==> config.mk <==
export PLATFORM = sky130hd
export DESIGN_NAME = yuv_luma_curve_hue_sat_adjust
export DESIGN_NICKNAME = d
export VERILOG_FILES = /design/src/hdl/yhsa_pkg.sv /design/src/hdl/yhsa_luma.sv /design/src/hdl/yhsa_chroma.sv /design/src/hdl/yuv_luma_curve_hue_sat_adjust.sv
export SDC_FILE = /design/constraint.sdc
export NUM_CORES = 2
export LEC_CHECK = 0
export BUFFER_PORTS_ARGS = -buffer_cell sky130_fd_sc_hd__buf_2
export CAP_MARGIN = 30
export CORE_MARGIN = 2
export CORE_UTILIZATION = 58
export CTS_BUF_LIST = sky130_fd_sc_hd__clkbuf_2
export DETAILED_ROUTE_END_ITERATION = 8
export GPL_TIMING_DRIVEN = 1
export PLACE_DENSITY_LB_ADDON = 0.08
export SYNTH_ARGS = -nofsm -noshare
export SYNTH_HDL_FRONTEND = slang
export SYNTH_SLANG_ARGS = --single-unit
==> constraint.sdc <==
create_clock -name clock -period 7.06 [get_ports clock]
set_input_delay 0 -clock clock [delete_from_list [all_inputs] [get_ports clock]]
set_output_delay 0 -clock clock [all_outputs]
set_load 0.005 [all_outputs]
==> src/hdl/yhsa_pkg.sv <==
package yhsa_pkg;

   localparam int MAX_LUMA_POINTS = 4;
   localparam int NUM_STAGES      = 6;

   // Register indexes, taken from address bits [4:2].
   localparam logic [2:0] REG_LUMA_POINTS = 3'd0;
   localparam logic [2:0] REG_LUMA_GAIN_0 = 3'd1;
   localparam logic [2:0] REG_LUMA_GAIN_1 = 3'd2;
   localparam logic [2:0] REG_LUMA_GAIN_2 = 3'd3;
   localparam logic [2:0] REG_LUMA_GAIN_3 = 3'd4;
   localparam logic [2:0] REG_CHROMA_COS  = 3'd5;
   localparam logic [2:0] REG_CHROMA_SIN  = 3'd6;

   localparam logic [2:0]  RESET_LUMA_POINTS = 3'd0;
   localparam logic [15:0] RESET_GAIN        = 16'd16384;
   localparam logic [15:0] RESET_CHROMA_COS  = 16'd4096;
   localparam logic [15:0] RESET_CHROMA_SIN  = 16'd0;

   // Segment widths for three and four points, and the segment spans.
   localparam int SEG_W3 = 256 / 2;
   localparam int SEG_W4 = 256 / 3;
   localparam logic [7:0] SPAN_FULL  = 8'd255;
   localparam logic [7:0] SPAN_3     = 8'(SEG_W3 - 1);
   localparam logic [7:0] SPAN_4     = 8'(SEG_W4 - 1);
   localparam logic [7:0] SPAN_4_END = 8'(255 - 2 * SEG_W4);
   localparam logic [7:0] SPAN_ONE   = 8'd1;

   // Reciprocals floor(2^24 / span), used for the quotient estimate.
   localparam int RECIP_SHIFT = 24;
   localparam logic [17:0] RECIP_FULL  = 18'((2 ** RECIP_SHIFT) / 255);
   localparam logic [17:0] RECIP_3     = 18'((2 ** RECIP_SHIFT) / (SEG_W3 - 1));
   localparam logic [17:0] RECIP_4     = 18'((2 ** RECIP_SHIFT) / (SEG_W4 - 1));
   localparam logic [17:0] RECIP_4_END = 18'((2 ** RECIP_SHIFT) / (255 - 2 * SEG_W4));

   typedef struct packed {
      logic [2:0]                             luma_points;
      logic [MAX_LUMA_POINTS-1:0][15:0]       luma_gain;
      logic signed [15:0]                     chroma_cos;
      logic signed [15:0]                     chroma_sin;
   } cfg_type;

   typedef struct packed {
      logic [NUM_STAGES-1:0] en;
   } pipe_ctrl_type;

   function automatic logic [17:0] recip_of(input logic [7:0] span);
      logic [17:0] r;
      r = '0;
      if (span == SPAN_FULL) begin
         r = RECIP_FULL;
      end else if (span == SPAN_3) begin
         r = RECIP_3;
      end else if (span == SPAN_4) begin
         r = RECIP_4;
      end else if (span == SPAN_4_END) begin
         r = RECIP_4_END;
      end
      return r;
   endfunction

endpackage

==> src/hdl/yhsa_luma.sv <==
module yhsa_luma (
   input  logic                   clock,
   input  yhsa_pkg::pipe_ctrl_type ctrl,
   input  yhsa_pkg::cfg_type      cfg,
   input  logic [7:0]             luma_in,
   output logic [7:0]             luma_out
);

   // Stage 1: segment decode.
   logic [2:0]  n_eff;
   logic        s1_pass_in, s1_pass_ff;
   logic [7:0]  s1_y_in, s1_y_ff;
   logic [7:0]  s1_span_in, s1_span_ff;
   logic [7:0]  s1_off_in, s1_off_ff;
   logic [7:0]  s1_rem_in, s1_rem_ff;
   logic [15:0] s1_ga_in, s1_ga_ff;
   logic [15:0] s1_gb_in, s1_gb_ff;

   always_comb begin
      n_eff = (cfg.luma_points > 3'(yhsa_pkg::MAX_LUMA_POINTS)) ?
              3'(yhsa_pkg::MAX_LUMA_POINTS) : cfg.luma_points;
      s1_y_in    = luma_in;
      s1_pass_in = 1'b0;
      s1_span_in = yhsa_pkg::SPAN_ONE;
      s1_off_in  = '0;
      s1_ga_in   = cfg.luma_gain[0];
      s1_gb_in   = cfg.luma_gain[0];
      unique case (n_eff)
         3'd0: begin
            s1_pass_in = 1'b1;
         end
         3'd1: begin
            s1_span_in = yhsa_pkg::SPAN_ONE;
         end
         3'd2: begin
            s1_span_in = yhsa_pkg::SPAN_FULL;
            s1_off_in  = luma_in;
            s1_gb_in   = cfg.luma_gain[1];
         end
         3'd3: begin
            s1_span_in = yhsa_pkg::SPAN_3;
            if (luma_in >= 8'(yhsa_pkg::SEG_W3)) begin
               s1_off_in = luma_in - 8'(yhsa_pkg::SEG_W3);
               s1_ga_in  = cfg.luma_gain[1];
               s1_gb_in  = cfg.luma_gain[2];
            end else begin
               s1_off_in = luma_in;
               s1_gb_in  = cfg.luma_gain[1];
            end
         end
         3'd4: begin
            if (luma_in >= 8'(2 * yhsa_pkg::SEG_W4)) begin
               s1_span_in = yhsa_pkg::SPAN_4_END;
               s1_off_in  = luma_in - 8'(2 * yhsa_pkg::SEG_W4);
               s1_ga_in   = cfg.luma_gain[2];
               s1_gb_in   = cfg.luma_gain[3];
            end else if (luma_in >= 8'(yhsa_pkg::SEG_W4)) begin
               s1_span_in = yhsa_pkg::SPAN_4;
               s1_off_in  = luma_in - 8'(yhsa_pkg::SEG_W4);
               s1_ga_in   = cfg.luma_gain[1];
               s1_gb_in   = cfg.luma_gain[2];
            end else begin
               s1_span_in = yhsa_pkg::SPAN_4;
               s1_off_in  = luma_in;
               s1_gb_in   = cfg.luma_gain[1];
            end
         end
         default: begin
            s1_pass_in = 1'b1;
         end
      endcase
      s1_rem_in = s1_span_in - s1_off_in;
   end

   always_ff @(posedge clock) begin
      if (ctrl.en[0]) begin
         s1_pass_ff <= s1_pass_in;
         s1_y_ff    <= s1_y_in;
         s1_span_ff <= s1_span_in;
         s1_off_ff  <= s1_off_in;
         s1_rem_ff  <= s1_rem_in;
         s1_ga_ff   <= s1_ga_in;
         s1_gb_ff   <= s1_gb_in;
      end
   end

   // Stage 2: the two weighted gains.
   logic        s2_pass_ff;
   logic [7:0]  s2_y_ff, s2_span_ff;
   logic [23:0] s2_pa_in, s2_pa_ff, s2_pb_in, s2_pb_ff;

   assign s2_pa_in = 24'(s1_ga_ff) * 24'(s1_rem_ff);
   assign s2_pb_in = 24'(s1_gb_ff) * 24'(s1_off_ff);

   always_ff @(posedge clock) begin
      if (ctrl.en[1]) begin
         s2_pass_ff <= s1_pass_ff;
         s2_y_ff    <= s1_y_ff;
         s2_span_ff <= s1_span_ff;
         s2_pa_ff   <= s2_pa_in;
         s2_pb_ff   <= s2_pb_in;
      end
   end

   // Stage 3: interpolated gain, scaled by the span (fits 24 bits).
   logic        s3_pass_ff;
   logic [7:0]  s3_y_ff, s3_span_ff;
   logic [23:0] s3_g_in, s3_g_ff;

   assign s3_g_in = s2_pa_ff + s2_pb_ff;

   always_ff @(posedge clock) begin
      if (ctrl.en[2]) begin
         s3_pass_ff <= s2_pass_ff;
         s3_y_ff    <= s2_y_ff;
         s3_span_ff <= s2_span_ff;
         s3_g_ff    <= s3_g_in;
      end
   end

   // Stage 4: numerator with half a span of rounding, reduced by 2^14.
   logic        s4_pass_ff;
   logic [7:0]  s4_y_ff, s4_span_ff;
   logic [32:0] s4_num;
   logic [18:0] s4_m_in, s4_m_ff;

   assign s4_num  = 33'(s3_y_ff) * 33'(s3_g_ff) + {12'd0, s3_span_ff, 13'd0};
   assign s4_m_in = s4_num[32:14];

   always_ff @(posedge clock) begin
      if (ctrl.en[3]) begin
         s4_pass_ff <= s3_pass_ff;
         s4_y_ff    <= s3_y_ff;
         s4_span_ff <= s3_span_ff;
         s4_m_ff    <= s4_m_in;
      end
   end

   // Stage 5: quotient estimate by reciprocal; it is exact or one short.
   logic        s5_pass_ff;
   logic [7:0]  s5_y_ff, s5_span_ff;
   logic        s5_over_in, s5_over_ff;
   logic [33:0] s5_prod;
   logic [7:0]  s5_q_in, s5_q_ff;
   logic [15:0] s5_m_ff;

   assign s5_over_in = s4_m_ff >= {3'd0, s4_span_ff, 8'd0};
   assign s5_prod    = 34'(s4_m_ff[15:0]) * 34'(yhsa_pkg::recip_of(s4_span_ff));
   assign s5_q_in    = (s4_span_ff == yhsa_pkg::SPAN_ONE) ? s4_m_ff[7:0] :
                       s5_prod[yhsa_pkg::RECIP_SHIFT +: 8];

   always_ff @(posedge clock) begin
      if (ctrl.en[4]) begin
         s5_pass_ff <= s4_pass_ff;
         s5_y_ff    <= s4_y_ff;
         s5_span_ff <= s4_span_ff;
         s5_over_ff <= s5_over_in;
         s5_q_ff    <= s5_q_in;
         s5_m_ff    <= s4_m_ff[15:0];
      end
   end

   // Stage 6: remainder correction and clamp.
   logic [15:0] s6_rem;
   logic [7:0]  s6_q;
   logic [7:0]  s6_out_in, s6_out_ff;

   always_comb begin
      s6_rem = s5_m_ff - 16'(s5_q_ff) * 16'(s5_span_ff);
      s6_q   = (s6_rem >= 16'(s5_span_ff)) ? s5_q_ff + 8'd1 : s5_q_ff;
      priority if (s5_pass_ff) begin
         s6_out_in = s5_y_ff;
      end else if (s5_over_ff) begin
         s6_out_in = 8'd255;
      end else begin
         s6_out_in = s6_q;
      end
   end

   always_ff @(posedge clock) begin
      if (ctrl.en[5]) begin
         s6_out_ff <= s6_out_in;
      end
   end

   assign luma_out = s6_out_ff;

endmodule

==> src/hdl/yhsa_chroma.sv <==
module yhsa_chroma (
   input  logic                   clock,
   input  yhsa_pkg::pipe_ctrl_type ctrl,
   input  yhsa_pkg::cfg_type      cfg,
   input  logic [7:0]             cb_in,
   input  logic [7:0]             cr_in,
   output logic [7:0]             cb_out,
   output logic [7:0]             cr_out
);

   function automatic logic [7:0] round_clamp(input logic signed [25:0] sum);
      logic signed [25:0] biased;
      logic signed [14:0] val;
      logic [7:0]         res;
      biased = sum + 26'sd2048;
      val    = {biased[25], biased[25:12]} + 15'sd128;
      if (val < 15'sd0) begin
         res = 8'd0;
      end else if (val > 15'sd255) begin
         res = 8'd255;
      end else begin
         res = val[7:0];
      end
      return res;
   endfunction

   // Stage 1: remove the offset.
   logic signed [8:0] s1_u_in, s1_u_ff, s1_v_in, s1_v_ff;

   assign s1_u_in = $signed({1'b0, cb_in}) - 9'sd128;
   assign s1_v_in = $signed({1'b0, cr_in}) - 9'sd128;

   always_ff @(posedge clock) begin
      if (ctrl.en[0]) begin
         s1_u_ff <= s1_u_in;
         s1_v_ff <= s1_v_in;
      end
   end

   // Stage 2: the four products.
   logic signed [24:0] s2_uc_in, s2_uc_ff, s2_vs_in, s2_vs_ff;
   logic signed [24:0] s2_vc_in, s2_vc_ff, s2_us_in, s2_us_ff;

   assign s2_uc_in = 25'(s1_u_ff) * 25'(cfg.chroma_cos);
   assign s2_vs_in = 25'(s1_v_ff) * 25'(cfg.chroma_sin);
   assign s2_vc_in = 25'(s1_v_ff) * 25'(cfg.chroma_cos);
   assign s2_us_in = 25'(s1_u_ff) * 25'(cfg.chroma_sin);

   always_ff @(posedge clock) begin
      if (ctrl.en[1]) begin
         s2_uc_ff <= s2_uc_in;
         s2_vs_ff <= s2_vs_in;
         s2_vc_ff <= s2_vc_in;
         s2_us_ff <= s2_us_in;
      end
   end

   // Stage 3: sums, rounding and clamp; later stages only keep it in step.
   logic [7:0] s3_cb_in, s3_cr_in;
   logic [yhsa_pkg::NUM_STAGES-1:2][7:0] cb_ff, cr_ff;

   assign s3_cb_in = round_clamp(26'(s2_uc_ff) + 26'(s2_vs_ff));
   assign s3_cr_in = round_clamp(26'(s2_vc_ff) - 26'(s2_us_ff));

   always_ff @(posedge clock) begin
      if (ctrl.en[2]) begin
         cb_ff[2] <= s3_cb_in;
         cr_ff[2] <= s3_cr_in;
      end
      for (int k = 3; k < yhsa_pkg::NUM_STAGES; k++) begin
         if (ctrl.en[k]) begin
            cb_ff[k] <= cb_ff[k-1];
            cr_ff[k] <= cr_ff[k-1];
         end
      end
   end

   assign cb_out = cb_ff[yhsa_pkg::NUM_STAGES-1];
   assign cr_out = cr_ff[yhsa_pkg::NUM_STAGES-1];

endmodule

==> src/hdl/yuv_luma_curve_hue_sat_adjust.sv <==
// Each accepted item passes through the pipeline stages to the rsp side.
// Throughput: one item per cycle while rsp_tready is high; the six pipeline stages
// each hold a valid bit and a stalled stage only holds up the stages behind it.
// Reset: synchronous and active high; it empties the pipeline and returns the
// registers to luma_points 0, gains 16384, chroma_cos 4096, chroma_sin 0.
module yuv_luma_curve_hue_sat_adjust (
   input  logic        clock,
   input  logic        reset,
   input  logic        req_tvalid,
   output logic        req_tready,
   input  logic [23:0] req_tdata,   // luma_in [7:0], cb_in [15:8], cr_in [23:16]
   output logic        rsp_tvalid,
   input  logic        rsp_tready,
   output logic [23:0] rsp_tdata,   // luma_out [7:0], cb_out [15:8], cr_out [23:16]
   input  logic        csr_psel,
   input  logic        csr_penable,
   input  logic        csr_pwrite,
   input  logic [4:0]  csr_paddr,
   input  logic [31:0] csr_pwdata,
   output logic [31:0] csr_prdata,
   output logic        csr_pready
);

   localparam int NS = yhsa_pkg::NUM_STAGES;

   yhsa_pkg::cfg_type       cfg_ff, cfg_in;
   yhsa_pkg::pipe_ctrl_type ctrl;
   logic [NS-1:0]           valid_ff, valid_in;
   logic [2:0]              csr_index;
   logic                    csr_write;

   // Register file.
   assign csr_pready = 1'b1;
   assign csr_index  = csr_paddr[4:2];
   assign csr_write  = csr_psel && csr_penable && csr_pwrite && csr_pready;

   always_comb begin
      cfg_in = cfg_ff;
      if (csr_write) begin
         unique case (csr_index)
            yhsa_pkg::REG_LUMA_POINTS: cfg_in.luma_points  = csr_pwdata[2:0];
            yhsa_pkg::REG_LUMA_GAIN_0: cfg_in.luma_gain[0] = csr_pwdata[15:0];
            yhsa_pkg::REG_LUMA_GAIN_1: cfg_in.luma_gain[1] = csr_pwdata[15:0];
            yhsa_pkg::REG_LUMA_GAIN_2: cfg_in.luma_gain[2] = csr_pwdata[15:0];
            yhsa_pkg::REG_LUMA_GAIN_3: cfg_in.luma_gain[3] = csr_pwdata[15:0];
            yhsa_pkg::REG_CHROMA_COS:  cfg_in.chroma_cos   = csr_pwdata[15:0];
            yhsa_pkg::REG_CHROMA_SIN:  cfg_in.chroma_sin   = csr_pwdata[15:0];
            default: begin
            end
         endcase
      end
   end

   always_ff @(posedge clock) begin
      if (reset) begin
         cfg_ff.luma_points <= yhsa_pkg::RESET_LUMA_POINTS;
         for (int i = 0; i < yhsa_pkg::MAX_LUMA_POINTS; i++) begin
            cfg_ff.luma_gain[i] <= yhsa_pkg::RESET_GAIN;
         end
         cfg_ff.chroma_cos <= yhsa_pkg::RESET_CHROMA_COS;
         cfg_ff.chroma_sin <= yhsa_pkg::RESET_CHROMA_SIN;
      end else begin
         cfg_ff <= cfg_in;
      end
   end

   always_comb begin
      unique case (csr_index)
         yhsa_pkg::REG_LUMA_POINTS: csr_prdata = {29'd0, cfg_ff.luma_points};
         yhsa_pkg::REG_LUMA_GAIN_0: csr_prdata = {16'd0, cfg_ff.luma_gain[0]};
         yhsa_pkg::REG_LUMA_GAIN_1: csr_prdata = {16'd0, cfg_ff.luma_gain[1]};
         yhsa_pkg::REG_LUMA_GAIN_2: csr_prdata = {16'd0, cfg_ff.luma_gain[2]};
         yhsa_pkg::REG_LUMA_GAIN_3: csr_prdata = {16'd0, cfg_ff.luma_gain[3]};
         yhsa_pkg::REG_CHROMA_COS:  csr_prdata = 32'(cfg_ff.chroma_cos);
         yhsa_pkg::REG_CHROMA_SIN:  csr_prdata = 32'(cfg_ff.chroma_sin);
         default:                   csr_prdata = 32'd0;
      endcase
   end

   // A stage may load when it is empty or when the stage after it moves on.
   always_comb begin
      ctrl.en[NS-1] = !valid_ff[NS-1] || rsp_tready;
      for (int k = NS - 2; k >= 0; k--) begin
         ctrl.en[k] = !valid_ff[k] || ctrl.en[k+1];
      end
      valid_in = valid_ff;
      valid_in[0] = ctrl.en[0] ? req_tvalid : valid_ff[0];
      for (int k = 1; k < NS; k++) begin
         if (ctrl.en[k]) begin
            valid_in[k] = valid_ff[k-1];
         end
      end
   end

   always_ff @(posedge clock) begin
      if (reset) begin
         valid_ff <= '0;
      end else begin
         valid_ff <= valid_in;
      end
   end

   assign req_tready = ctrl.en[0];
   assign rsp_tvalid = valid_ff[NS-1];

   yhsa_luma u_luma (
      .clock    (clock),
      .ctrl     (ctrl),
      .cfg      (cfg_ff),
      .luma_in  (req_tdata[7:0]),
      .luma_out (rsp_tdata[7:0])
   );

   yhsa_chroma u_chroma (
      .clock  (clock),
      .ctrl   (ctrl),
      .cfg    (cfg_ff),
      .cb_in  (req_tdata[15:8]),
      .cr_in  (req_tdata[23:16]),
      .cb_out (rsp_tdata[15:8]),
      .cr_out (rsp_tdata[23:16])
   );

   // A full pipeline facing a stalled output must refuse new items.
   a_full_stall: assert property (@(posedge clock) disable iff (reset)
      (&valid_ff && !rsp_tready) |-> !req_tready)
      else $error("input accepted while the pipeline was full and stalled");

   // An accepted item occupies the first stage on the next cycle.
   a_accept_fill: assert property (@(posedge clock) disable iff (reset)
      (req_tvalid && req_tready) |=> valid_ff[0])
      else $error("accepted item did not enter the first stage");

   // The input side only stalls when the first stage is occupied.
   a_ready_cause: assert property (@(posedge clock) disable iff (reset)
      !req_tready |-> valid_ff[0])
      else $error("input stalled with an empty first stage");

endmodule

==> key figures <==
Routing
  • DRC viols: 0
  • DRT Wirelength: 159000 um
  • Starting DRT DRC Count: 3174
  • DR pass1 iterations: 6
  • Via density: 5.48
  • Via count: 47500
  • Post-DRT Antenna Nets: 0
  • Post-DR wirelength/cell: 18.3 um

Floorplan
  • Die area: approximately 120000 sq um
  • Core footprint: 112000 sq um
  • Std-Cell Rows: 123
  • Die W: 340 um
  • I/O pin total: between 100 and 150
  • Initial Util: 58.3%
  • Die Y: ~340 um

STA
  • Max-Slew Margin vs Limit: 30.4%
  • Max Fclk: 150 MHz
  • Slew @ Worst Pin: 1.04 ns
  • Final Hold Fails: 0
  • Setup Viol. Count Final: 0
  • Post-Route Setup TNS: 0 ns
  • Worst Skew: approximately 0.14 ns
  • Fin Hold WS: 0.237 ns
  • Max-slew violation count: 0
  • Unrepaired setup endpoints after global routing: no
  • Minimum clock period: 6.69 ns
  • Final period util: 94.7%

Critical path
  • Setup crit start kind: flop
  • Crit-path max cell delay: 0.54 ns
  • CP max FO: 7
  • Endpoint class of the critical path: flop
  • Crit path kind: reg -> reg
  • Worst Path Buf+Inv: 7
  • CP max-delay cell: fa_1
  • CP Data Required Time: 8.15 ns
  • Worst setup path end: u_luma.s5_q_ff[7]$_DFFE_PP_
  • R2r startpoint: u_luma.s4_span_ff[7]$_DFFE_PP_
  • Crit path DAT: 7.78 ns
  • Worst flop-to-flop path endpoint: u_luma.s5_q_ff[7]$_DFFE_PP_
  • R2R depth: 27
  • R2R setup slack: 0.37 ns
  • WP depth: 27
  • Setup crit start: u_luma.s4_span_ff[7]$_DFFE_PP_
  • Critical path's top delay family: adder cells

Synth
  • #FFs+latches synth: 522
  • FFs w/ async S/R, synth: 0%
  • Syn_nets: 8465
  • Gate count after technology mapping: 6749
  • Synth warnings: 0
  • Post-Syn Area: roughly 65000 sq um
  • Sequential area share after synthesis: 22.4%
  • Synth Area per Inst: about 9.7 sq um
  • Post-synth cell types: 88
  • Ys flop type: edfxtp_1
  • EDFF count, synth: 417

CTS
  • Worst-path clk slew: around 0.10 ns
  • CTS tree: built
  • Root Driver: clkbuf_2
  • CTS sink cnt: 522
  • H-tree Lvls: 4
  • CTS Buf Count: 146
  • Worst-Skew Late Latency: approximately 1.5 ns
  • CTS Buffer Depth: 3

Placed design
  • RD Place Congestion: between 0.8 and 0.9
  • IO Port Bufs: 107
  • Inst Count DP: 8216
  • HPWL after detailed placement: 123000 um

Final layout
  • Nets: 8778
  • Finished Layout Cells: 8675
  • Fraction of layout cells with a size suffix above 1: ~7.9%
  • Layout area overhead: 8.86%
  • Filler Cell Count: 9488

Global routing
  • GRT overflow: 0
  • Vias in the first global route: approximately 50000
  • First-pass GRT wire length: 263000 um
  • Largest net degree at the start of global routing: 82
  • Initial antenna violation count: 11
  • GRT Util Overall: 28.7%

Pwr
  • Power Density: 145 nW/um^2
  • Power, Total: between 10 and 15 mW
  • Leakage: 34.2 nW
  • VDD IR max: 0.000201 V

Min path
  • Min-Delay Path Class: in -> reg

Outcome
  • Status: finished clean

Flow run
  • Max-Cap Viols: 0
## worst min-delay path: cells and delay by family
kind | cells | cell delay [ns]
buffers and inverters | 3 | 1.17
AND/OR/NAND/NOR | 2 | 0.28
## metal layers
metal	GRT usage (%)	vias up	routed length [um]
li1	-	22200	-
met1	39.9	23500	69800
met2	45.6	1440	73200
met3	4.53	325	10200
met4	11.0	4	5880
met5	0	-	30
## cell families after synthesis
kind of cell / share of synthesized area [%]
and+or+nand+nor: 15.4
xor gates and xnor gates: 3.07
buffers and inverters: 8.47
AOI/OAI and AO/OA: 7.39
DFF: 22.4
other: 0.00574
adders and majority gates: 42.4
muxes: 0.864
## metrics by stage
step	util (%)	setup WS, ns	cell area [sq um]
after floorplan	-	0.0325	65300
after global placement	60.4	-0.0335	67600
after detailed placement	60.4	-0.0982	67700
after CTS	63.2	0.0355	70800
after global routing	63.5	0.00492	71100
final	63.5	0.373	71100
## layout by cell type, fill, tap and decap left out, drive strengths merged, types with 28 or more instances in the layout
master | synthesis | routed
and3 | 28 | 28
edfxtp | 417 | 417
xnor2 | 162 | 162
mux2i | 35 | 35
fa | 946 | 946
clkinv | 2 | 56
o21ai | 168 | 168
buf | 49 | 270
nor3 | 87 | 87
nand2b | 84 | 84
inv | 1153 | 1161
ha | 702 | 702
and2 | 518 | 518
o21a | 37 | 37
nand3 | 39 | 39
nor2 | 266 | 266
a21o | 59 | 59
dfxtp | 105 | 105
nor2b | 54 | 54
dlygate4sd3 | 0 | 178
nand2 | 911 | 911
clkbuf | 234 | 192
a31oi | 47 | 47
a21oi | 281 | 281
xor2 | 64 | 64
## state kept, by name, summed over array words and instances, names as in the netlist, 16 cells and up
name	flops
u_luma.s1_gb_ff	16
u_chroma.s2_uc_ff	25
u_luma.s5_m_ff	16
u_luma.s1_ga_ff	16
u_luma.s2_pa_ff	24
u_luma.s3_g_ff	24
u_luma.s4_m_ff	19
u_luma.s2_pb_ff	24
cfg_ff	99
u_chroma.cb_ff	24
u_chroma.s2_vs_ff	25
u_chroma.s2_vc_ff	25
u_chroma.cr_ff	24
u_chroma.s2_us_ff	25
## Yosys cell counts (38+ instances only)
master       n  area share [%]
nor2_1     266             1.5
and2_1     518             5.0
a21o_1      59            0.68
nor3_1      86            0.66
o21ai_0    157             1.2
inv_1     1153             6.6
nand3_1     38            0.29
dfxtp_1    105             3.2
ha_1       702              13
xnor2_1    162             2.2
fa_1       946              29
a31oi_1     47            0.45
a21oi_1    279             2.1
nand2b_1    84            0.80
nor2b_1     54            0.52
edfxtp_1   417              19
nand2_1    911             5.2
xor2_1      64            0.86
clkbuf_1   233             1.3
## final cells by class
cell class	count	area [sq um]	share of cell area, %
Antenna cell	3	7.51	0.0106
Clock buffer	192	961	1.35
Clock inverter	66	395	0.556
Inverter	1155	4340	6.10
Multi-Input combinational cell	4789	45300	63.7
Sequential cell	522	14600	20.6
Tap cell	1500	1880	2.64
Timing Repair Buffer	448	3640	5.12
## repair_timing
action                     in CTS  in global routing
resized for setup               2                 10
setup endpoints to repair       1                  8
pin swaps                       0                  2
setup buffers                   0                 19
hold buffers                  177                  1
hold endpoints to repair      379                  2
## report_power, final
part	internal [mW]	total, mW	switching, mW	leakage [nW]
Clock	0.884	2.28	1.40	1.01
Combinational	1.70	4.03	2.33	27.6
Sequential	3.75	4.02	0.275	5.58
Total	6.33	10.3	4.00	34.2
## worst min-delay path by stage
| stage | startpoint | slack [ns] | cells after the start | to |
|---|---|---|---|---|
| 6_report | rsp_tready | 0.24 | 5 | u_chroma.cb_ff[20]$_DFFE_PP_ |
| 5_1_grt | rsp_tready | 0.13 | 5 | u_chroma.cb_ff[21]$_DFFE_PP_ |
| 4_1_cts | rsp_tready | 0.006 | 5 | u_chroma.cb_ff[20]$_DFFE_PP_ |
| 3_5_place_dp | req_tdata[22] | 0.18 | 1 | u_chroma.s1_v_ff[6]$_DFFE_PP_ |
| 3_3_place_gp | req_tdata[22] | 0.18 | 1 | u_chroma.s1_v_ff[6]$_DFFE_PP_ |
| 2_1_floorplan | req_tdata[8] | 0.1 | 0 | u_chroma.s1_u_ff[0]$_DFFE_PP_ |
No activity file was read; power rests on OpenSTA's default activity.
